<file path="src/rtl/core/bced_pkg.sv">
// Package with shared types, codes and constants of the button click event detector.
package bced_pkg;

    // Phase codes of the button state machine
    localparam logic [1:0] PH_IDLE    = 2'd0;
    localparam logic [1:0] PH_PRESSED = 2'd1;
    localparam logic [1:0] PH_LONG    = 2'd2;
    localparam logic [1:0] PH_WAIT    = 2'd3;

    // Event codes
    localparam logic [2:0] EV_DOWN   = 3'd0;
    localparam logic [2:0] EV_LONG   = 3'd1;
    localparam logic [2:0] EV_UP     = 3'd2;
    localparam logic [2:0] EV_SINGLE = 3'd3;
    localparam logic [2:0] EV_DOUBLE = 3'd4;
    localparam logic [2:0] EV_TRIPLE = 3'd5;
    localparam logic [2:0] EV_REPEAT = 3'd6;

    // Register indexes (word address)
    localparam logic [2:0] REG_ACTIVE_LEVEL   = 3'd0;
    localparam logic [2:0] REG_DEBOUNCE_TICKS = 3'd1;
    localparam logic [2:0] REG_LONG_PRESS     = 3'd2;
    localparam logic [2:0] REG_CLICK_TIMEOUT  = 3'd3;
    localparam logic [2:0] REG_EVENT_ENABLE   = 3'd4;

    // Saturation limits of the counters
    localparam logic [16:0] HOLD_MAX = 17'h1FFFF;
    localparam logic [8:0]  GAP_MAX  = 9'h1FF;

    // Event queue depth and its index / fill widths
    localparam int EVQ_DEPTH = 4;
    localparam int EVQ_AW    = 2;
    localparam int EVQ_CW    = 3;

    typedef struct packed {
        logic        active_level;
        logic [7:0]  debounce_ticks;
        logic [15:0] long_press_ticks;
        logic [7:0]  click_timeout_ticks;
        logic [6:0]  event_enable_mask;
    } cfg_t;

    typedef struct packed {
        logic [2:0] code;
        logic       level;
        logic       last;
    } ev_t;

    // Events produced by one tick, compacted into first / second
    typedef struct packed {
        logic [1:0] cnt;
        ev_t        first;
        ev_t        second;
    } ev_pair_t;

    typedef struct packed {
        logic [EVQ_CW-1:0] level;
    } evq_status_t;

endpackage

</file>
<file path="src/rtl/core/bced_regs.sv">
// Configuration register file with an APB-style write and read port.
module bced_regs
    import bced_pkg::*;
(
    input  logic        aclk,
    input  logic        aresetn,
    input  logic        psel,
    input  logic        penable,
    input  logic        pwrite,
    input  logic [4:0]  paddr,
    input  logic [31:0] pwdata,
    output logic [31:0] prdata,
    output cfg_t        cfg
);

    cfg_t cfg_reg;
    logic wr_en;

    assign wr_en = psel & penable & pwrite;
    assign cfg   = cfg_reg;

    // Update the addressed register on a write transaction
    always_ff @(posedge aclk) begin
        if (!aresetn) begin
            cfg_reg <= '0;
        end else if (wr_en) begin
            unique case (paddr[4:2])
                REG_ACTIVE_LEVEL:   cfg_reg.active_level        <= pwdata[0];
                REG_DEBOUNCE_TICKS: cfg_reg.debounce_ticks      <= pwdata[7:0];
                REG_LONG_PRESS:     cfg_reg.long_press_ticks    <= pwdata[15:0];
                REG_CLICK_TIMEOUT:  cfg_reg.click_timeout_ticks <= pwdata[7:0];
                REG_EVENT_ENABLE:   cfg_reg.event_enable_mask   <= pwdata[6:0];
                default: ;
            endcase
        end
    end

    // Return the addressed register on a read
    always_comb begin
        unique case (paddr[4:2])
            REG_ACTIVE_LEVEL:   prdata = {31'd0, cfg_reg.active_level};
            REG_DEBOUNCE_TICKS: prdata = {24'd0, cfg_reg.debounce_ticks};
            REG_LONG_PRESS:     prdata = {16'd0, cfg_reg.long_press_ticks};
            REG_CLICK_TIMEOUT:  prdata = {24'd0, cfg_reg.click_timeout_ticks};
            REG_EVENT_ENABLE:   prdata = {25'd0, cfg_reg.event_enable_mask};
            default:            prdata = 32'd0;
        endcase
    end

endmodule

</file>
<file path="src/rtl/core/bced_fsm.sv">
// Debounce and phase state machine: one tick per cycle while step is high, up to two events per tick.
module bced_fsm
    import bced_pkg::*;
(
    input  logic     aclk,
    input  logic     aresetn,
    input  logic     step,
    input  logic     pin_level,
    input  cfg_t     cfg,
    output ev_pair_t evs
);

    logic [1:0]  phase_reg, phase_next, phase_mid;
    logic        pressed_reg, pressed_next;
    logic [7:0]  deb_reg, deb_next;
    logic [16:0] hold_reg, hold_next;
    logic [1:0]  click_reg, click_next;
    logic [8:0]  gap_reg, gap_next;

    logic        act;
    logic [7:0]  ctmo;
    logic [8:0]  gap_inc;
    logic [6:0]  en;
    logic        e0_v, e1_v;
    logic [2:0]  c0, c1, click_code;

    assign en = cfg.event_enable_mask;

    always_comb begin
        act  = (pin_level == cfg.active_level);
        ctmo = ({8'd0, cfg.click_timeout_ticks} < cfg.long_press_ticks) ?
               cfg.click_timeout_ticks : cfg.long_press_ticks[7:0];
        gap_inc = (gap_reg != GAP_MAX) ? gap_reg + 9'd1 : gap_reg;

        phase_mid    = phase_reg;
        pressed_next = pressed_reg;
        deb_next     = deb_reg;
        hold_next    = hold_reg;
        click_next   = click_reg;
        gap_next     = gap_reg;
        e0_v = 1'b0;
        e1_v = 1'b0;
        c0   = EV_DOWN;
        c1   = EV_LONG;

        // Debounce the active level
        if (act) begin
            if (deb_reg < cfg.debounce_ticks) begin
                deb_next = deb_reg + 8'd1;
            end else if (!pressed_reg) begin
                phase_mid    = PH_PRESSED;
                pressed_next = 1'b1;
                deb_next     = 8'd0;
            end
        end else begin
            deb_next     = 8'd0;
            pressed_next = 1'b0;
        end

        // Select the click event with its fallbacks
        case (click_reg)
            2'd0:    click_code = en[EV_SINGLE] ? EV_SINGLE : EV_UP;
            2'd1:    click_code = en[EV_DOUBLE] ? EV_DOUBLE : EV_SINGLE;
            2'd2:    click_code = en[EV_TRIPLE] ? EV_TRIPLE :
                                  (en[EV_DOUBLE] ? EV_DOUBLE : EV_SINGLE);
            default: click_code = EV_REPEAT;
        endcase

        // Advance the phase
        phase_next = phase_mid;
        unique case (phase_mid)
            PH_IDLE: begin
                pressed_next = 1'b0;
                click_next   = 2'd0;
            end
            PH_PRESSED: begin
                if (act) begin
                    e0_v = en[EV_DOWN];
                    c0   = EV_DOWN;
                    if (hold_reg != HOLD_MAX) begin
                        hold_next = hold_reg + 17'd1;
                    end
                    if (hold_reg > {1'b0, cfg.long_press_ticks}) begin
                        e1_v       = en[EV_LONG];
                        c1         = EV_LONG;
                        phase_next = PH_LONG;
                    end
                end else if (hold_reg < {1'b0, cfg.long_press_ticks}) begin
                    phase_next = PH_WAIT;
                end else begin
                    e0_v       = en[EV_UP];
                    c0         = EV_UP;
                    phase_next = PH_IDLE;
                    hold_next  = 17'd0;
                end
            end
            PH_LONG: begin
                if (!act) begin
                    e0_v       = en[EV_UP];
                    c0         = EV_UP;
                    phase_next = PH_IDLE;
                    hold_next  = 17'd0;
                end
            end
            PH_WAIT: begin
                gap_next = gap_inc;
                if (act) begin
                    if (click_reg != 2'd3) begin
                        click_next = click_reg + 2'd1;
                    end
                    phase_next   = PH_PRESSED;
                    hold_next    = 17'd0;
                    gap_next     = 9'd0;
                    pressed_next = 1'b1;
                end else if (gap_inc > {1'b0, ctmo}) begin
                    e0_v       = en[click_code];
                    c0         = click_code;
                    phase_next = PH_IDLE;
                    hold_next  = 17'd0;
                    click_next = 2'd0;
                    gap_next   = 9'd0;
                end
            end
            default: ;
        endcase

        // Compact the enabled events and mark the last one of the tick
        evs = '0;
        evs.first.level  = pin_level;
        evs.second.level = pin_level;
        if (step) begin
            if (e0_v && e1_v) begin
                evs.cnt         = 2'd2;
                evs.first.code  = c0;
                evs.second.code = c1;
                evs.second.last = 1'b1;
            end else if (e0_v || e1_v) begin
                evs.cnt        = 2'd1;
                evs.first.code = e0_v ? c0 : c1;
                evs.first.last = 1'b1;
            end
        end
    end

    // Hold state unless a tick is accepted
    always_ff @(posedge aclk) begin
        if (!aresetn) begin
            phase_reg   <= PH_IDLE;
            pressed_reg <= 1'b0;
            deb_reg     <= 8'd0;
            hold_reg    <= 17'd0;
            click_reg   <= 2'd0;
            gap_reg     <= 9'd0;
        end else if (step) begin
            phase_reg   <= phase_next;
            pressed_reg <= pressed_next;
            deb_reg     <= deb_next;
            hold_reg    <= hold_next;
            click_reg   <= click_next;
            gap_reg     <= gap_next;
        end
    end

endmodule

</file>
<file path="src/rtl/core/bced_evq.sv">
// Four-entry event queue: takes up to two events a cycle, delivers one.
module bced_evq
    import bced_pkg::*;
(
    input  logic        aclk,
    input  logic        aresetn,
    input  ev_pair_t    push,
    input  logic        pop,
    output ev_t         head,
    output evq_status_t status
);

    ev_t               mem_reg [EVQ_DEPTH];
    logic [EVQ_AW-1:0] wr_reg, rd_reg;
    logic [EVQ_CW-1:0] cnt_reg;
    logic [EVQ_AW-1:0] wr_plus1;

    assign wr_plus1     = wr_reg + EVQ_AW'(1);
    assign head         = mem_reg[rd_reg];
    assign status.level = cnt_reg;

    // Store pushed events
    always_ff @(posedge aclk) begin
        if (push.cnt != 2'd0) begin
            mem_reg[wr_reg] <= push.first;
        end
        if (push.cnt == 2'd2) begin
            mem_reg[wr_plus1] <= push.second;
        end
    end

    // Advance pointers and fill level
    always_ff @(posedge aclk) begin
        if (!aresetn) begin
            wr_reg  <= '0;
            rd_reg  <= '0;
            cnt_reg <= '0;
        end else begin
            wr_reg  <= wr_reg + EVQ_AW'(push.cnt);
            rd_reg  <= rd_reg + EVQ_AW'(pop);
            cnt_reg <= cnt_reg + EVQ_CW'(push.cnt) - EVQ_CW'(pop);
        end
    end

endmodule

</file>
<file path="src/rtl/core/button_click_event_detector_top.sv">
// Top level of the button click event detector.
//
//  channel | ports                  | handshake     | payload
//  --------+------------------------+---------------+-----------------------------------
//  input   | s_valid / s_ready      | valid, ready  | s_pin_level
//  result  | m_valid / m_ready      | valid, ready  | m_event_code, m_sampled_level,
//          |                        |               | m_last_of_tick
//  config  | psel penable pwrite .. | APB, pready=1 | paddr, pwdata, prdata
//
// A tick is processed in the cycle it is accepted; its events enter the queue at that edge
// and leave on the result channel after earlier events, one per cycle with m_ready high.
// Sustained rate is one tick per cycle with m_ready high while ticks average at most one
// event; a tick with down and long adds two, drained through the four-entry event queue.
// s_ready is low while the queue holds three or more events.
// Reset (aresetn, synchronous) clears the registers, the phase state and the queue.
module button_click_event_detector_top
    import bced_pkg::*;
(
    input  logic        aclk,
    input  logic        aresetn,
    input  logic        s_valid,
    output logic        s_ready,
    input  logic        s_pin_level,
    output logic        m_valid,
    input  logic        m_ready,
    output logic [2:0]  m_event_code,
    output logic        m_sampled_level,
    output logic        m_last_of_tick,
    input  logic        psel,
    input  logic        penable,
    input  logic        pwrite,
    input  logic [4:0]  paddr,
    input  logic [31:0] pwdata,
    output logic [31:0] prdata,
    output logic        pready
);

    cfg_t        cfg;
    ev_pair_t    evs;
    ev_t         head;
    evq_status_t q_status;
    logic        step;
    logic        pop;

    assign pready  = 1'b1;
    assign s_ready = (q_status.level <= EVQ_CW'(2));
    assign step    = s_valid & s_ready;
    assign m_valid = (q_status.level != '0);
    assign pop     = m_valid & m_ready;

    assign m_event_code    = head.code;
    assign m_sampled_level = head.level;
    assign m_last_of_tick  = head.last;

    bced_regs u_regs (
        .aclk    (aclk),
        .aresetn (aresetn),
        .psel    (psel),
        .penable (penable),
        .pwrite  (pwrite),
        .paddr   (paddr),
        .pwdata  (pwdata),
        .prdata  (prdata),
        .cfg     (cfg)
    );

    bced_fsm u_fsm (
        .aclk      (aclk),
        .aresetn   (aresetn),
        .step      (step),
        .pin_level (s_pin_level),
        .cfg       (cfg),
        .evs       (evs)
    );

    bced_evq u_evq (
        .aclk    (aclk),
        .aresetn (aresetn),
        .push    (evs),
        .pop     (pop),
        .head    (head),
        .status  (q_status)
    );

`ifndef SYNTHESIS
    // Queue never overflows
    a_q_bound: assert property (@(posedge aclk) disable iff (!aresetn)
        q_status.level <= EVQ_CW'(EVQ_DEPTH))
        else $error("event queue overflow");

    // No events are produced without an accepted tick
    a_push_gated: assert property (@(posedge aclk) disable iff (!aresetn)
        !step |-> (evs.cnt == 2'd0))
        else $error("events pushed without accepted tick");

    // A two-event tick is always down followed by long
    a_pair_order: assert property (@(posedge aclk) disable iff (!aresetn)
        (evs.cnt == 2'd2) |-> (evs.first.code == EV_DOWN && evs.second.code == EV_LONG
                               && !evs.first.last && evs.second.last))
        else $error("bad event pair");

    // Fill level follows push and pop
    a_level_track: assert property (@(posedge aclk) disable iff (!aresetn)
        ##1 (q_status.level == $past(q_status.level) + EVQ_CW'($past(evs.cnt))
             - EVQ_CW'($past(pop))))
        else $error("queue level mismatch");
`endif

endmodule
</file>
<file path="config.mk">
export PLATFORM = sky130hd
export DESIGN_NAME = button_click_event_detector_top
export DESIGN_NICKNAME = d
export VERILOG_FILES = /design/src/rtl/core/bced_pkg.sv /design/src/rtl/core/bced_regs.sv /design/src/rtl/core/bced_fsm.sv /design/src/rtl/core/bced_evq.sv /design/src/rtl/core/button_click_event_detector_top.sv
export SDC_FILE = /design/constraint.sdc
export NUM_CORES = 1
export LEC_CHECK = 0
export ABC_AREA = 1
export BUFFER_PORTS_ARGS = -buffer_cell sky130_fd_sc_hd__buf_2
export CAP_MARGIN = 30
export CORE_MARGIN = 2
export CORE_UTILIZATION = 35
export CTS_BUF_LIST = sky130_fd_sc_hd__clkbuf_4 sky130_fd_sc_hd__clkbuf_8 sky130_fd_sc_hd__clkbuf_16
export CTS_CLUSTER_SIZE = 28
export DETAILED_ROUTE_END_ITERATION = 8
export GPL_ROUTABILITY_DRIVEN = 0
export PLACE_DENSITY = 0.59
export SETUP_SLACK_MARGIN = 0.5
export SLEW_MARGIN = 0
export SYNTH_ARGS = -nofsm -noshare
export SYNTH_HDL_FRONTEND = slang
export SYNTH_SLANG_ARGS = --single-unit
export TNS_END_PERCENT = 10
</file>
<file path="constraint.sdc">
create_clock -name aclk -period 5.35 [get_ports aclk]
set_input_delay 1.07 -clock aclk [delete_from_list [all_inputs] [get_ports aclk]]
set_output_delay 1.07 -clock aclk [all_outputs]
set_load 0.01 [all_outputs]
</file>
==> metrics.md, run 1 <==
| Metric | Value |
|---|---|
| Worst Path Arrival | `4780 ps` |
| Die area | `20750 µm²` |
| Overall power | `2710 µW` |
| Residual DRC | `0` |
| Hold Vio Cnt, Final | `0` |
| Critical path type | `reg -> reg` |
| Initial antenna violation count | `0` |
| Die Y | `144.0 µm` |
| Register area | `2243 µm²` |
| Syn avg cell area | `7.203 µm²` |
| Setup violators final | `0` |
| DR pass1 iterations | `5` |
| Port Buf Inserts | `49` |
| Most common flop cell mapped by yosys | `dfxtp_1` |
| 1st-iter DRT viols | `357` |
| Crit-path max FO | `7` |
| Clk_skew | `12.89 ps` |
| R2r endpoint | `u_evq.status[2]` |
| RSZ-0062 raised after global routing | `false` |
| Syn-to-layout area delta | `11.41%` |
| Finished Core Util | `39.55%` |
| Worst-skew pair later-pin latency | `360 ps` |
| Clock Path Buffers | `2` |
| Minimum clock period after layout | `4519 ps` |
| Max incr delay on CP | `440 ps` |
| Slew HR | `43.04%` |
| Min-Delay Startpoint | `u_evq.mem_reg[1][3]` |
| Power per cell area | `354.4 nW/µm²` |
| Largest net degree at the start of global routing | `56` |
| Core area | `19330 µm²` |
| Slew at the pin closest to its max-slew limit | `853.5 ps` |
| Startpoint types | `flop` |
| EDFF count, synth | `12` |
| Hold Path Class | `reg -> reg` |
| Initial cell density of the core | `35.50%` |
| Leakage | `0.003359 µW` |
| Slowest cell on the critical path | `fa_1` |
| Hold endpoint | `u_evq.mem_reg[1][3]` |
| Drt total wl | `17.38 mm` |
| Reg2Reg Setup Slack | `830 ps` |
| # hold bufs at CTS | `0` |
| Vias in the first global route | `5651` |
| Vias | `6095` |
| Die X | `144.0 µm` |
| Global route overflow | `0` |
| H-Tree Depth | `3` |
| Synth Cell Area | `6864 µm²` |
| MaxCap Viol Count | `0` |
| Row Count | `51` |
| Mapped Cells | `953` |
| Final nets | `1095` |
| Reg clk slew, reported paths | `80 ps` |
| Post-synthesis cell type count | `53` |
| Most frequent cell after synthesis | `nand2_1` |
| Critical Path End Type | `flop` |
| Yosys top cell by area | `dfxtp_1` |
| Top post-synthesis cells by area | `dfxtp_1 27%, ha_1 10%, nand2_1 9.2%` |
| Fill cell count | `2063` |
| YS warnings | `0` |
| First-pass GRT wire length | `28.12 mm` |
| Synthesis-stage register bit count | `106` |
| Number of flip-flops in the largest register | `40` |
| Via density | `4.822` |
| IO Count | `85` |
| GRT Total Usage | `17.22%` |
| Share of cells above drive strength 1 | `13.21%` |
| Post-synth top cells | `169 x nand2_1, 130 x inv_1, 108 x nor2_1, 94 x dfxtp_1, 78 x o21ai_0` |
| Synth async-reset ratio | `0%` |
| Final period utilization | `84.48%` |
| Setup total negative slack | `0 ps` |
| ANT cells | `0` |
| Fraction of the yosys area taken by sequential cells | `32.66%` |
| CTS root buf | `clkbuf_16` |
| Cell mode on critical path | `inv_1` |
| FF-to-FF Start | `u_regs.cfg[16]` |
| TritonCTS clock tree | `built` |
| Pre-CTS setup slack | `650.5 ps` |
| Worst Hold Depth | `2` |
| HPWL after DPL | `13.29 mm` |
| Crit path required time | `5610 ps` |
| Status | `completed` |
| Max Slew Vio Count | `0` |
| Fmax achieved | `221.3 MHz` |
| Multi-input logic area | `3965 µm²` |
| Antenna-violating nets left | `0` |
| Max VDD drop | `0.1924 mV` |
| Wire per inst | `13.75 µm` |
| CTS Sinks | `106` |
| TritonCTS buffer count | `9` |
| Yosys top cell area share | `27.42%` |
| R2R cell count | `28` |
| PnR worst setup slack | `830.5 ps` |
[stage by stage]
stage          hold WS, ps  area, µm²  std cells
2_1_floorplan        421.4       6920        968
3_3_place_gp         438.6       7273       1245
3_5_place_dp         436.7       7301       1246
4_1_cts              453.6       7595       1262
5_1_grt              483.0       7647       1264
6_report             451.7       7647       1264
[placed cells by master, fill, tap and decap left out, types with 4 or more instances in the layout]
cell type  count
clkbuf_16      9
nor2_2         7
a211oi_1       7
a221o_1        6
nand2_2       12
a21oi_1       73
xor2_1        14
clkinv_4       4
o21ai_0       76
nor3_2         7
nor3_1         8
inv_1        130
dfxtp_1       93
nor2_1       107
o22ai_1       11
nand2_1      168
xnor2_1        6
a21oi_2        9
conb_1        17
ha_1          55
o21ai_1        9
nand3_1       34
a211oi_2       4
nand4_1       18
nor2_4         4
edfxtp_1      12
buf_2         49
[worst max-delay path, delay by kind of cell (launching register included)]
family	cells	cell delay, ps
flops	1	360
simple gates	9	750
buf+inv	6	570
xor+xnor	1	170
compound gates	7	1080
fa+ha+maj	5	1470
[routing by layer]
metal / GRT usage (%) / vias up / share of wire [%]
li1: - / 3202 / -
met1: 22.16 / 2779 / 48
met2: 30.05 / 98 / 47
met3: 2.682 / 16 / 3.4
met4: 4.541 / 0 / 1.5
met5: 0 / - / 0
[repair_timing]
action                                  4_1_cts  5_1_grt
setup buffers                                 0        1
endpoints found under the setup margin        0       29
gates resized for setup                       0       16
[where the power goes]
group	switching (µW)	internal, µW	leakage [µW]
logic	690	375	0.00233
registers	91.8	881	0.000888
clock network	343	330	0.000146
[worst max path at each step]
| stage | start | to | slack (ps) |
|---|---|---|---|
| finish | u_regs.cfg[16] | u_evq.status[2] | 830 |
| global route | u_regs.cfg[16] | u_evq.status[2] | 450 |
| CTS | u_regs.cfg[16] | u_evq.status[2] | 650 |
| detailed placement | s_pin_level | u_evq.status[2] | 650 |
| global placement | s_pin_level | u_evq.status[2] | 590 |
| floorplan | u_regs.cfg[16] | u_evq.status[2] | 960 |
[kinds of logic (layout without fill, tap and decap cells)]
| logic type | count (synthesis) | in the layout | share of synthesized area [%] |
|---|---|---|---|
| and+or+nand+nor | 381 | 381 | 25.48 |
| other | 2 | 17 | 0.1094 |
| buffers and inverters | 175 | 206 | 10.92 |
| xor gates and xnor gates | 20 | 20 | 2.552 |
| adders and majority gates | 56 | 56 | 10.32 |
| DFF | 106 | 106 | 32.66 |
| AOI/OAI and AO/OA | 213 | 213 | 17.96 |
[cell type report]
| type | instances | share of cell area, % |
|---|---|---|
| clock inverters | 7 | 0.8999 |
| clock buffers | 9 | 2.945 |
| inverters | 136 | 6.675 |
| flip-flops and latches | 106 | 29.34 |
| repair buffers | 54 | 3.959 |
| well taps | 265 | 4.336 |
| multi-input cells | 687 | 51.85 |
No activity file was read; power rests on OpenSTA's default activity.
==> run 2: changes to the inputs <==
--- a/config.mk
+++ b/config.mk
@@ -14,7 +14,7 @@
 export CTS_CLUSTER_SIZE = 28
 export DETAILED_ROUTE_END_ITERATION = 8
 export GPL_ROUTABILITY_DRIVEN = 0
-export PLACE_DENSITY = 0.59
+export PLACE_DENSITY = 0.61
 export SETUP_SLACK_MARGIN = 0.5
 export SLEW_MARGIN = 0
 export SYNTH_ARGS = -nofsm -noshare
==> constraint.sdc (replaced) <==
create_clock -name aclk -period 3.9 [get_ports aclk]
set_input_delay 0.78 -clock aclk [delete_from_list [all_inputs] [get_ports aclk]]
set_output_delay 0.78 -clock aclk [all_outputs]
set_load 0.01 [all_outputs]
==> metrics.md, run 2 (same netlist as run 1, synthesis figures left out) <==
| Metric | Value |
|---|---|
| Status | `finished with violations` |
| Failing checks | `setup timing` |
| Vias | `6403 (+5.1%)` |
| Slew at the pin closest to its max-slew limit | `858.4 ps (+4.938 ps)` |
| Global route overflow | `0 (unchanged)` |
| First-pass GRT wire length | `29.68 mm (+5.5%)` |
| Power per cell area | `460.4 nW/µm² (+30%)` |
| TritonCTS buffer count | `9 (unchanged)` |
| Max Slew Vio Count | `0 (unchanged)` |
| Crit-path max FO | `6 (-1)` |
| TritonCTS clock tree | `built` |
| MaxCap Viol Count | `0 (unchanged)` |
| Setup violators final | `54 (+54)` |
| Multi-input logic area | `4274 µm² (+7.8%)` |
| Hold Vio Cnt, Final | `0 (unchanged)` |
| Initial antenna violation count | `0 (unchanged)` |
| Max VDD drop | `0.2561 mV (+33%)` |
| CTS Sinks | `106 (unchanged)` |
| ANT cells | `0 (unchanged)` |
| Via density | `4.743 (-1.6%)` |
| Wire per inst | `13.56 µm (-1.3%)` |
| HPWL after DPL | `13.59 mm (+2.3%)` |
| IO Count | `85 (unchanged)` |
| Worst-skew pair later-pin latency | `360 ps (about the same)` |
| Clk_skew | `12.37 ps (-0.5227 ps)` |
| Row Count | `51 (unchanged)` |
| 1st-iter DRT viols | `301 (-16%)` |
| Most common cell after layout, fill and taps aside | `nand2_1` |
| RSZ-0062 raised after global routing | `true` |
| Worst Path Arrival | `4500 ps (-280 ps)` |
| Number of flip-flops in the largest register | `40 (unchanged)` |
| Crit path required time | `4130 ps (-1480 ps)` |
| Fill cell count | `1980 (-4.0%)` |
| Die Y | `144.0 µm (unchanged)` |
| GRT Total Usage | `18.24% (+1.0 points)` |
| Syn-to-layout area delta | `26.47%` |
| Leakage | `0.003835 µW (+14%)` |
| Die X | `144.0 µm (unchanged)` |
| Slowest cell on the critical path | `dfxtp_2` |
| Startpoint types | `flop` |
| Minimum clock period after layout | `4278 ps (-241.6 ps)` |
| Fmax achieved | `233.8 MHz (+5.6%)` |
| Slew HR | `42.71% (-0.33 points)` |
| CTS root buf | `clkbuf_16` |
| Share of cells above drive strength 1 | `25.44% (+12 points)` |
| Drt total wl | `18.31 mm (+5.4%)` |
| Register area | `2246 µm² (+0.11%)` |
| Antenna-violating nets left | `0 (unchanged)` |
| Max incr delay on CP | `340 ps (-100 ps)` |
| Final nets | `1181 (+7.9%)` |
| Hold Path Class | `reg -> reg` |
| # hold bufs at CTS | `0 (unchanged)` |
| Reg clk slew, reported paths | `80 ps (about the same)` |
| Critical path type | `reg -> reg` |
| PnR worst setup slack | `-377.9 ps (-1208 ps)` |
| Die area | `20750 µm² (unchanged)` |
| Critical Path End Type | `flop` |
| Post-DP Area | `7880 µm² (+7.9%)` |
| Final period utilization | `109.7% (+25 points)` |
| Clock Path Buffers | `2 (unchanged)` |
| DR pass1 iterations | `4 (-1)` |
| Port Buf Inserts | `49 (unchanged)` |
| Most frequent cells in the layout | `155 x nand2_1, 121 x inv_1, 101 x nor2_1` |
| Core area | `19330 µm² (unchanged)` |
| Vias in the first global route | `6053 (+7.1%)` |
| Largest net degree at the start of global routing | `55 (-1.8%)` |
| Final instance area | `8681 µm² (+14%)` |
| Finished Core Util | `44.90% (+5.3 points)` |
| H-Tree Depth | `3 (unchanged)` |
| Initial cell density of the core | `35.50% (unchanged)` |
| Residual DRC | `0 (unchanged)` |
run 2: changes by cell type in the layout (fill, tap and decap cells not counted), moves of 6 or more:
cell     delta
ha_4        +8
nand2_1    -13
inv_1       -9
ha_1        -9
nand2_4     +7
nand2_2     +6
nor2_1      -6
o21ai_0     -7
buf_4      +79
inv_2       +8
run 2: stage by stage:
| step | power, µW | instances | TNS [ps] | setup slack (ps) | hold WS [ps] |
|---|---|---|---|---|---|
| after floorplan | 2501 | 968 | -191.4 | -107.4 | 421.4 |
| after global placement | 2885 | 1309 | -8783 | -368.8 | 440.3 |
| after detailed placement | 2917 | 1310 | -11690 | -432.1 | 438.4 |
| after CTS | 3989 | 1345 | -10700 | -369.0 | 455.3 |
| after global routing | 4323 | 1350 | -26410 | -626.3 | 481.2 |
| final | 3996 | 1350 | -11690 | -377.9 | 450.0 |
run 2: path summary, 6_finish.rpt:
path	from	endpoint	slack, ps	depth (start not counted)
setup / recovery	u_regs.cfg[16]	u_evq.status[2]	-380	28
hold reg to reg	u_evq.mem_reg[2][4]	u_evq.mem_reg[2][4]	450	2
setup reg to reg	u_regs.cfg[16]	u_evq.status[2]	-380	28
hold / removal	u_evq.mem_reg[2][4]	u_evq.mem_reg[2][4]	450	2
run 2: power breakdown:
part           internal (µW)  switching (µW)  leakage [µW]
clock                    515             437      0.000153
sequential              1210             124      0.000889
combinational            685            1030       0.00279
run 2: cell type report:
cell class | instances | share of cell area, %
clock buffers | 10 | 2.681
clock inverters | 6 | 0.8504
inverters | 136 | 5.909
multi-input cells | 687 | 49.24
flip-flops and latches | 106 | 25.87
well taps | 265 | 3.820
repair buffers | 140 | 11.63
run 2: repair_timing:
item                       4_1_cts  5_1_grt
pin swaps                       43       24
gates resized for setup         37       41
setup endpoints to repair       55       66
buffers inserted                18        5
hold endpoints to repair         0        0
cloned                           1        0
run 2: layer usage:
metal	track usage (%)	share of wire, %	vias to the layer above
met5	0	0	-
met4	5.624	2.4	0
met3	3.609	3.9	24
met2	32.13	49	116
met1	22.42	45	2891
li1	-	-	3372
run 2: critical path: cells and delay by family (launching register included):
| kind | cells | cell delay [ps] |
|---|---|---|
| simple gates | 8 | 770 |
| fa+ha+maj | 5 | 1310 |
| buf+inv | 7 | 600 |
| compound gates | 6 | 800 |
| xor+xnor | 2 | 300 |
| flops | 1 | 340 |
